==> src/rtl/xcp_pkg.sv <==
// Types and character constants for the XOR clause text parser.
// No dependencies; used by the interfaces, the step logic, top level and checker.
`timescale 1ns / 1ps

package xcp_pkg;

  localparam int FIELD_BITS = 24;

  typedef enum logic [6:0] {
    MODE_BETWEEN = 7'b0000001,
    MODE_COMMENT = 7'b0000010,
    MODE_CLAUSE  = 7'b0000100,
    MODE_NUMBER  = 7'b0001000,
    MODE_PLUS    = 7'b0010000,
    MODE_CONST   = 7'b0100000,
    MODE_ERROR   = 7'b1000000
  } mode_t;

  typedef enum logic [1:0] {
    KIND_VAR  = 2'd0,
    KIND_END  = 2'd1,
    KIND_DONE = 2'd2,
    KIND_ERR  = 2'd3
  } kind_t;

  localparam logic [7:0] CH_LOWER_T = 8'h74;
  localparam logic [7:0] CH_UPPER_T = 8'h54;
  localparam logic [7:0] CH_LOWER_F = 8'h66;
  localparam logic [7:0] CH_UPPER_F = 8'h46;
  localparam logic [7:0] CH_PLUS    = 8'h2B;
  localparam logic [7:0] CH_LOWER_C = 8'h63;
  localparam logic [7:0] CH_LOWER_P = 8'h70;
  localparam logic [7:0] CH_NEWLINE = 8'h0A;
  localparam logic [7:0] CH_SPACE   = 8'h20;
  localparam logic [7:0] CH_TAB     = 8'h09;
  localparam logic [7:0] CH_CR      = 8'h0D;
  localparam logic [7:0] CH_ZERO    = 8'h30;
  localparam logic [7:0] CH_NINE    = 8'h39;
  localparam logic [7:0] CH_NUL     = 8'h00;

  typedef struct packed {
    kind_t                 kind;
    logic [FIELD_BITS-1:0] var_index;
    logic                  odd_true;
    logic [FIELD_BITS-1:0] max_var;
    logic                  last;
  } res_t;

  // Results caused by one text byte: up to two, in order.
  typedef struct packed {
    res_t       r0;
    res_t       r1;
    logic [1:0] n;
  } step_res_t;

endpackage

==> src/rtl/xcp_if.sv <==
// Valid/ready channel interfaces for the XOR clause text parser.
// Depends on xcp_pkg for the field width.
`timescale 1ns / 1ps

interface xcp_in_if;
  logic       valid;
  logic       ready;
  logic [7:0] text_byte;

  modport source (output valid, output text_byte, input ready);
  modport sink   (input valid, input text_byte, output ready);
endinterface

interface xcp_out_if;
  logic                           valid;
  logic                           ready;
  logic [1:0]                     kind;
  logic [xcp_pkg::FIELD_BITS-1:0] var_index;
  logic                           odd_true;
  logic [xcp_pkg::FIELD_BITS-1:0] max_var;
  logic                           last;

  modport source (output valid, output kind, output var_index, output odd_true,
                  output max_var, output last, input ready);
  modport sink   (input valid, input kind, input var_index, input odd_true,
                  input max_var, input last, output ready);
endinterface

==> src/rtl/xor_clause_text_parser.sv <==
// XOR clause text parser, top level.
// Channels: in_ch takes one text byte per request (valid/ready), out_ch gives
// result requests: kind, var_index, odd_true, max_var and a last flag that
// marks the final result caused by a byte. A byte yields zero, one or two
// results.
// A byte is parsed in the cycle it is accepted; its results are registered
// into the result queue and reach out_ch from the next cycle if it was empty.
// Throughput: one byte per cycle while each byte yields at most one result
// and the receiver keeps up. A byte yielding two results holds off input
// while the single output port drains the three-entry result queue.
// in_ch.ready decodes the queue count register: high while the queue holds at
// most one result.
// When the receiver stalls, the head result holds and the queue fills; input
// then stops after at most two more results are queued.
// Reset clears the parser state (between clauses, counters zero) and empties
// the result queue. A parse error is sticky until reset; a 0 byte outside a
// clause ends the text and restarts with fresh state.
// Depends on xcp_pkg, xcp_if and xcp_step.
`timescale 1ns / 1ps

module xor_clause_text_parser #(
  parameter int INDEX_BITS = 24
) (
  input  logic             clk,
  input  logic             rst_n,
  xcp_in_if.sink           in_ch,
  xcp_out_if.source        out_ch
);

  localparam int QDEPTH = 3;

  xcp_pkg::mode_t        mode_r;
  xcp_pkg::mode_t        mode_nxt;
  logic [INDEX_BITS-1:0] accum_r;
  logic [INDEX_BITS-1:0] accum_nxt;
  logic                  parity_r;
  logic                  parity_nxt;
  logic [INDEX_BITS-1:0] largest_r;
  logic [INDEX_BITS-1:0] largest_nxt;
  xcp_pkg::step_res_t    step_res;

  xcp_pkg::res_t         q_r   [QDEPTH];
  xcp_pkg::res_t         q_nxt [QDEPTH];
  logic [1:0]            cnt_r;
  logic [1:0]            cnt_nxt;
  logic [1:0]            base;
  logic                  push;
  logic                  pop;

  xcp_step #(
    .INDEX_BITS (INDEX_BITS)
  ) u_step (
    .text_byte   (in_ch.text_byte),
    .mode        (mode_r),
    .accum       (accum_r),
    .parity      (parity_r),
    .largest     (largest_r),
    .mode_nxt    (mode_nxt),
    .accum_nxt   (accum_nxt),
    .parity_nxt  (parity_nxt),
    .largest_nxt (largest_nxt),
    .step_res    (step_res)
  );

  assign in_ch.ready = (cnt_r <= 2'd1);
  assign push        = in_ch.valid && in_ch.ready;
  assign pop         = out_ch.valid && out_ch.ready;

  always_ff @(posedge clk) begin
    if (!rst_n) begin
      mode_r    <= xcp_pkg::MODE_BETWEEN;
      accum_r   <= '0;
      parity_r  <= 1'b0;
      largest_r <= '0;
    end else if (push) begin
      mode_r    <= mode_nxt;
      accum_r   <= accum_nxt;
      parity_r  <= parity_nxt;
      largest_r <= largest_nxt;
    end
  end

  // Result queue: entry 0 is the head; pop shifts down, push appends.
  always_comb begin
    q_nxt = q_r;
    base  = cnt_r;
    if (pop) begin
      q_nxt[0] = q_r[1];
      q_nxt[1] = q_r[2];
      base     = cnt_r - 2'd1;
    end
    if (push) begin
      if (step_res.n != 2'd0) begin
        q_nxt[base] = step_res.r0;
      end
      if (step_res.n == 2'd2) begin
        q_nxt[base + 2'd1] = step_res.r1;
      end
      cnt_nxt = base + step_res.n;
    end else begin
      cnt_nxt = base;
    end
  end

  always_ff @(posedge clk) begin
    if (!rst_n) begin
      cnt_r <= '0;
    end else begin
      cnt_r <= cnt_nxt;
    end
  end

  always_ff @(posedge clk) begin
    q_r <= q_nxt;
  end

  assign out_ch.valid     = (cnt_r != 2'd0);
  assign out_ch.kind      = q_r[0].kind;
  assign out_ch.var_index = q_r[0].var_index;
  assign out_ch.odd_true  = q_r[0].odd_true;
  assign out_ch.max_var   = q_r[0].max_var;
  assign out_ch.last      = q_r[0].last;

endmodule

==> src/rtl/xcp_step.sv <==
// Per-byte parse logic: next parser state and the results caused by one byte.
// Purely combinational; depends on xcp_pkg.
`timescale 1ns / 1ps

module xcp_step #(
  parameter int INDEX_BITS = 24
) (
  input  logic [7:0]            text_byte,
  input  xcp_pkg::mode_t        mode,
  input  logic [INDEX_BITS-1:0] accum,
  input  logic                  parity,
  input  logic [INDEX_BITS-1:0] largest,
  output xcp_pkg::mode_t        mode_nxt,
  output logic [INDEX_BITS-1:0] accum_nxt,
  output logic                  parity_nxt,
  output logic [INDEX_BITS-1:0] largest_nxt,
  output xcp_pkg::step_res_t    step_res
);

  localparam int FB = xcp_pkg::FIELD_BITS;
  localparam int WB = INDEX_BITS + 4;

  logic                  is_space;
  logic                  is_digit;
  logic [3:0]            digit;
  logic [INDEX_BITS-1:0] digit_ext;
  logic [WB-1:0]         times_ten;
  logic                  overflow;
  logic                  do_between;
  logic                  do_token;
  logic                  do_fail;
  logic [1:0]            cnt;
  xcp_pkg::res_t         res [2];

  function automatic xcp_pkg::res_t mk_res(input xcp_pkg::kind_t k,
                                           input logic [INDEX_BITS-1:0] v,
                                           input logic o,
                                           input logic [INDEX_BITS-1:0] m);
    xcp_pkg::res_t r;
    r.kind      = k;
    r.var_index = FB'(v);
    r.odd_true  = o;
    r.max_var   = FB'(m);
    r.last      = 1'b0;
    return r;
  endfunction

  assign is_space  = ((text_byte >= xcp_pkg::CH_TAB) && (text_byte <= xcp_pkg::CH_CR)) ||
                     (text_byte == xcp_pkg::CH_SPACE);
  assign is_digit  = (text_byte >= xcp_pkg::CH_ZERO) && (text_byte <= xcp_pkg::CH_NINE);
  assign digit     = text_byte[3:0];
  assign digit_ext = INDEX_BITS'(digit);
  // accum * 10 + digit as two shifts and adds; overflow when any top bit is set
  assign times_ten = (WB'(accum) << 3) + (WB'(accum) << 1) + WB'(digit);
  assign overflow  = |times_ten[WB-1:INDEX_BITS];

  always_comb begin
    mode_nxt    = mode;
    accum_nxt   = accum;
    parity_nxt  = parity;
    largest_nxt = largest;
    do_between  = 1'b0;
    do_token    = 1'b0;
    do_fail     = 1'b0;
    cnt         = 2'd0;
    res[0]      = '0;
    res[1]      = '0;

    unique case (mode)
      xcp_pkg::MODE_BETWEEN: do_between = 1'b1;
      xcp_pkg::MODE_COMMENT: begin
        if (text_byte == xcp_pkg::CH_NEWLINE) begin
          mode_nxt = xcp_pkg::MODE_BETWEEN;
        end else if (text_byte == xcp_pkg::CH_NUL) begin
          do_between = 1'b1;
        end
      end
      xcp_pkg::MODE_CLAUSE: do_token = 1'b1;
      xcp_pkg::MODE_PLUS: begin
        if (is_digit) begin
          accum_nxt = digit_ext;
          mode_nxt  = xcp_pkg::MODE_NUMBER;
        end else begin
          do_fail = 1'b1;
        end
      end
      xcp_pkg::MODE_CONST: begin
        if (is_space) begin
          mode_nxt = xcp_pkg::MODE_CLAUSE;
        end else begin
          do_fail = 1'b1;
        end
      end
      xcp_pkg::MODE_NUMBER: begin
        if (is_digit) begin
          if (overflow) begin
            do_fail = 1'b1;
          end else begin
            accum_nxt = times_ten[INDEX_BITS-1:0];
          end
        end else if (accum == '0) begin
          // number zero closes the clause
          res[0]     = mk_res(xcp_pkg::KIND_END, '0, parity, largest_nxt);
          cnt        = 2'd1;
          parity_nxt = 1'b0;
          mode_nxt   = xcp_pkg::MODE_BETWEEN;
          do_between = 1'b1;
        end else begin
          if (accum > largest_nxt) begin
            largest_nxt = accum;
          end
          res[0]    = mk_res(xcp_pkg::KIND_VAR, accum, 1'b0, largest_nxt);
          cnt       = 2'd1;
          accum_nxt = '0;
          mode_nxt  = xcp_pkg::MODE_CLAUSE;
          do_token  = 1'b1;
        end
      end
      default: do_fail = 1'b1;
    endcase

    if (do_between) begin
      if (is_space) begin
        // skip
      end else if (text_byte == xcp_pkg::CH_NUL) begin
        res[cnt[0]] = mk_res(xcp_pkg::KIND_DONE, '0, 1'b0, largest_nxt);
        cnt         = cnt + 2'd1;
        mode_nxt    = xcp_pkg::MODE_BETWEEN;
        accum_nxt   = '0;
        parity_nxt  = 1'b0;
        largest_nxt = '0;
      end else if ((text_byte == xcp_pkg::CH_LOWER_C) ||
                   (text_byte == xcp_pkg::CH_LOWER_P)) begin
        mode_nxt = xcp_pkg::MODE_COMMENT;
      end else begin
        parity_nxt = 1'b0;
        do_token   = 1'b1;
      end
    end

    if (do_token) begin
      if (is_space) begin
        mode_nxt = xcp_pkg::MODE_CLAUSE;
      end else if ((text_byte == xcp_pkg::CH_LOWER_T) ||
                   (text_byte == xcp_pkg::CH_UPPER_T)) begin
        parity_nxt = ~parity_nxt;
        mode_nxt   = xcp_pkg::MODE_CONST;
      end else if ((text_byte == xcp_pkg::CH_LOWER_F) ||
                   (text_byte == xcp_pkg::CH_UPPER_F)) begin
        mode_nxt = xcp_pkg::MODE_CONST;
      end else if (text_byte == xcp_pkg::CH_PLUS) begin
        mode_nxt = xcp_pkg::MODE_PLUS;
      end else if (is_digit) begin
        accum_nxt = digit_ext;
        mode_nxt  = xcp_pkg::MODE_NUMBER;
      end else begin
        do_fail = 1'b1;
      end
    end

    if (do_fail) begin
      res[cnt[0]] = mk_res(xcp_pkg::KIND_ERR, '0, 1'b0, largest_nxt);
      cnt         = cnt + 2'd1;
      mode_nxt    = xcp_pkg::MODE_ERROR;
    end

    // flag the final result of this byte
    if (cnt == 2'd2) begin
      res[1].last = 1'b1;
    end else if (cnt == 2'd1) begin
      res[0].last = 1'b1;
    end

    step_res.r0 = res[0];
    step_res.r1 = res[1];
    step_res.n  = cnt;
  end

endmodule

==> src/flat_wrapper.sv <==
// flat-port wrapper written by rule: the top's interface ports become plain ports
module xor_clause_text_parser_flat 
#(
  parameter int INDEX_BITS = 24
)
  (clk, rst_n, in_ch_valid, in_ch_text_byte, in_ch_ready, out_ch_valid, out_ch_kind, out_ch_var_index, out_ch_odd_true, out_ch_max_var, out_ch_last, out_ch_ready);
  xcp_in_if in_ch_i ();
  xcp_out_if out_ch_i ();
  input  logic clk;
  input  logic rst_n;
  input wire logic [$bits(in_ch_i.valid)-1:0] in_ch_valid;
  input wire logic [$bits(in_ch_i.text_byte)-1:0] in_ch_text_byte;
  output wire logic [$bits(in_ch_i.ready)-1:0] in_ch_ready;
  output wire logic [$bits(out_ch_i.valid)-1:0] out_ch_valid;
  output wire logic [$bits(out_ch_i.kind)-1:0] out_ch_kind;
  output wire logic [$bits(out_ch_i.var_index)-1:0] out_ch_var_index;
  output wire logic [$bits(out_ch_i.odd_true)-1:0] out_ch_odd_true;
  output wire logic [$bits(out_ch_i.max_var)-1:0] out_ch_max_var;
  output wire logic [$bits(out_ch_i.last)-1:0] out_ch_last;
  input wire logic [$bits(out_ch_i.ready)-1:0] out_ch_ready;
  assign in_ch_i.valid = in_ch_valid;
  assign in_ch_i.text_byte = in_ch_text_byte;
  assign in_ch_ready = in_ch_i.ready;
  assign out_ch_valid = out_ch_i.valid;
  assign out_ch_kind = out_ch_i.kind;
  assign out_ch_var_index = out_ch_i.var_index;
  assign out_ch_odd_true = out_ch_i.odd_true;
  assign out_ch_max_var = out_ch_i.max_var;
  assign out_ch_last = out_ch_i.last;
  assign out_ch_i.ready = out_ch_ready;
  xor_clause_text_parser #(.INDEX_BITS(INDEX_BITS)) u_core (.clk(clk), .rst_n(rst_n), .in_ch(in_ch_i), .out_ch(out_ch_i));
endmodule
==> config.mk <==
export PLATFORM = sky130hd
export DESIGN_NAME = xor_clause_text_parser_flat
export DESIGN_NICKNAME = d
export VERILOG_FILES = /design/src/rtl/xcp_pkg.sv /design/src/rtl/xcp_if.sv /design/src/rtl/xor_clause_text_parser.sv /design/src/rtl/xcp_step.sv /design/src/flat_wrapper.sv
export SDC_FILE = /design/constraint.sdc
export NUM_CORES = 1
export LEC_CHECK = 0
export BUFFER_PORTS_ARGS = -buffer_cell sky130_fd_sc_hd__buf_2
export CAP_MARGIN = 10
export CORE_ASPECT_RATIO = 0.6
export CORE_UTILIZATION = 46
export CTS_BUF_LIST = sky130_fd_sc_hd__clkbuf_8 sky130_fd_sc_hd__clkbuf_16
export CTS_CLUSTER_SIZE = 20
export DETAILED_ROUTE_END_ITERATION = 16
export SYNTH_ARGS = -nofsm -noshare
export SYNTH_HDL_FRONTEND = slang
export SYNTH_HIERARCHICAL = 1
export SYNTH_SLANG_ARGS = --single-unit
==> constraint.sdc <==
create_clock -name clk -period 7.5 [get_ports clk]
set_input_delay 1.5 -clock clk [delete_from_list [all_inputs] [get_ports clk]]
set_output_delay 1.5 -clock clk [all_outputs]
set_load 0.02 [all_outputs]
==> metrics.md <==
| Metric | Value |
|---|---|
| H-tree depth reported by CTS | 1 |
| Placed Area | 15720 sq um |
| Final Hold Viols | 0 |
| Yosys top cell area share | 0.2087 |
| # clock sinks | 214 |
| Max IR drop VDD | 0.2084 mV |
| Core region area | 32800 sq um |
| Setup Fix Bufs, Post-CTS | 0 |
| CTS tree | built |
| Mux contribution to synthesized area | 0.05218 |
| Cell count after synthesis | 1913 |
| Synth-to-Final Area Change | 6.313% |
| Die H | 144.4 um |
| Share of layout cells above drive strength 1 | 0.1335 |
| # resized after CTS | 0 |
| Row count | 51 |
| Area leader, netlist | dfxtp_1 |
| DRC | 0 |
| Met1 Track Usage GR | 0.4326 |
| Hold Crit Class | flip-flop to flip-flop |
| Ys async rst share | 0 |
| Sequential area share after synthesis | 0.3092 |
| Worst EP required | 7880 ps |
| Largest cells by area after synthesis | dfxtp_1, edfxtp_1, nand2_1 |
| WP buf/inv | 4 |
| Critical path fanouts, max | 52 |
| Fin. max-slew vios | 0 |
| Final net count | 1923 |
| Vias in the first global route | 13388 |
| Final Cycle Share | 0.8438 |
| Vias/cell | 6.330 |
| Die W | 239.3 um |
| CP cell instances | buf_2 > inv_1 > fa_1 > fa_1 > nand2b_1 > a21oi_1 > o21ai_0 > a311oi_1 > o21a_1 > o221ai_1 > nor2_1 > o21bai_1 > ha_2 > buf_4 > nor2_4 > nor2_4 > buf_4 > a22oi_1 |
| Top delay family on crit path | compound AO/OA/AOI/OAI gates |
| CTS Root Buffer Type | clkbuf_16 |
| Final wirelength | 51310 um |
| Complex-gate fraction of the synthesized area | 0.2417 |
| Port bufs | 65 |
| Final setup violation count | 0 |
| Synthesized area | 15540 sq um |
| Crit path DAT | 6710 ps |
| Setup crit end kind | flip-flop |
| RSZ-0062 raised after global routing | false |
| Starting Density | 0.4738 |
| Mean Syn Cell Area | 8.123 sq um |
| Simple-gate share of the synthesized area | 0.2250 |
| Adder-Cell Fraction of Synth Area | 0.06458 |
| CTS clock-pin slew for the worst setup and hold paths | 70 ps |
| TritonCTS buffer count | 24 |
| Routed wire per std cell | 22.31 um |
| Achievable Freq | 0.1580 GHz |
| PD cells | 367.6 nW/um^2 |
| GRT overflow | 0 |
| Fill count | 3209 |
| Worst slew pin tran | 1126 ps |
| CTS Hold Bufs | 0 |
| Worst skew pair latency | 540 ps |
| Unique cell type count in the Yosys netlist | 81 |
| Min Clock Period, post-route | 6328 ps |
| Max_cap viols | 0 |
| Synth warnings | 6 |
| Initial antenna violation count | 0 |
| LEAKAGE | 5.993 nW |
| Max stage delay on crit path | 600 ps |
| Status | completed |
| Gpl congestion | 0.9236 |
| Largest net degree at the start of global routing | 71 |
| Flops & latches, synth | 214 |
| Largest family of logic cells by synthesized area | compound AO/OA/AOI/OAI gates |
| Routed via count | 14559 |
| Post-route ant nets | 0 |
| XOR/XNOR Fraction of Synth Area | 0.01409 |
| Die area | 34540 sq um |
| Normalized max-slew margin | 0.2496 |
| DR iter-0 viols | 1588 |
| First-pass GRT wire length | 78740 um |
| Total GRT Usage | 0.2931 |
| Max clock buf depth | 3 |
| Post-synth top flop | dfxtp_1 |
| GR Util met3 | 0.06280 |
| HPWL after detailed placement | 32030 um |
| Grt peak-use layer | met1 |
| Top-count cell post-synth | nand2_1 |
| EDFF count, synth | 52 |
| Synth cell count leaders | nand2_1, nor3_1, dfxtp_1 |
| Max Clock Skew | 21.80 ps |
| Met2 Resource Use GR | 0.4207 |
| Antenna diode count | 0 |
| First drt pass iteration count | 6 |
| CP Launch Type | input pin |
| Design area | 16520 sq um |
| Crit Path Category | input pin to flip-flop |
| Design Power | 6.073 mW |
| Setup_tns | 0 ps |
| Crit path max-delay cell type | buf_4 |
| I/O pin cnt | 66 |
metrics by stage:
stage	util	std cells	worst slack (ps)	hold WS, ps
2_1_floorplan	-	1937	1777	442.3
3_3_place_gp	0.4792	2256	985.4	470.0
3_5_place_dp	0.4792	2256	831.7	477.4
4_1_cts	0.5037	2300	1374	485.8
5_1_grt	0.5037	2300	964.6	506.4
6_report	0.5037	2300	1172	482.1
final timing paths:
kind	slack [ps]	endpoint	cells after the start	from
hold / removal	480	u_core/largest_r[5]$_SDFFE_PN0P_	2	u_core/largest_r[5]$_SDFFE_PN0P_
setup reg to reg	1770	u_core/out_ch.kind[0]$_DFF_P_	16	u_core/accum_r[10]$_SDFFE_PN0P_
hold reg to reg	480	u_core/largest_r[5]$_SDFFE_PN0P_	2	u_core/largest_r[5]$_SDFFE_PN0P_
setup / recovery	1170	u_core/out_ch.kind[0]$_DFF_P_	18	in_ch_text_byte[3]
layout make-up:
cell class              count  area [sq um]  share of cell area
inverters                  46         175.2             0.01060
well taps                 450         563.0             0.03408
flip-flops and latches    214          4805              0.2908
multi-input cells        1442          9508              0.5756
clock buffers              28         678.2             0.04105
repair buffers            104         668.1             0.04045
clock inverters            16         122.6            0.007423
worst min-delay path: cells and delay by family (launching register included):
| family | cells | cell delay (ps) |
|---|---|---|
| DFF | 1 | 320 |
| and+or+nand+nor | 1 | 50 |
| AOI/OAI and AO/OA | 1 | 60 |
power breakdown:
group / switching (mW) / leakage [nW] / internal [mW] / total [mW]
logic: 1.87 / 3.73 / 1.04 / 2.91
registers: 0.252 / 1.86 / 1.68 / 1.93
clock network: 0.518 / 0.410 / 0.711 / 1.23
cells in the final DEF (no fill, tap or decap), types with 20 or more instances in the layout:
cell type / instances
buf_2: 65
a21oi_1: 47
buf_4: 35
nor2_1: 80
nor3_1: 166
clkbuf_16: 26
o21ai_0: 97
a22oi_1: 53
a311oi_2: 50
a21boi_0: 58
a31oi_1: 56
and2_1: 20
inv_1: 49
nand3_1: 68
dfxtp_1: 162
nor2_2: 21
conb_1: 25
o32ai_1: 52
nand2_1: 290
mux2i_1: 81
edfxtp_1: 52
ha_1: 76
metal layers:
metal  part of all wire  vias to the layer above
met4              0.023                        2
met1               0.47                     6923
li1                   -                     6770
met5             0.0022                        -
met3               0.10                       83
met2               0.40                      781
sequential cells by signal (all words and copies together), names as in the netlist:
signal / flops
u_core/out_ch.last: 1
u_core/out_ch.kind: 2
u_core/q_r: 104
u_core/parity_r: 1
u_core/cnt_r: 2
u_core/accum_r: 24
u_core/mode_r: 7
u_core/out_ch.max_var: 24
u_core/largest_r: 24
u_core/out_ch.odd_true: 1
u_core/out_ch.var_index: 24
kinds of logic (layout without fill, tap and decap cells):
family / Yosys count / after routing
and+or+nand+nor: 741 / 741
AOI/OAI and AO/OA: 491 / 491
buffers and inverters: 281 / 194
DFF: 214 / 214
muxes: 81 / 81
adders and majority gates: 79 / 79
xor gates and xnor gates: 25 / 25
other: 1 / 25
Note: power is estimated with default switching activity, not from simulation.
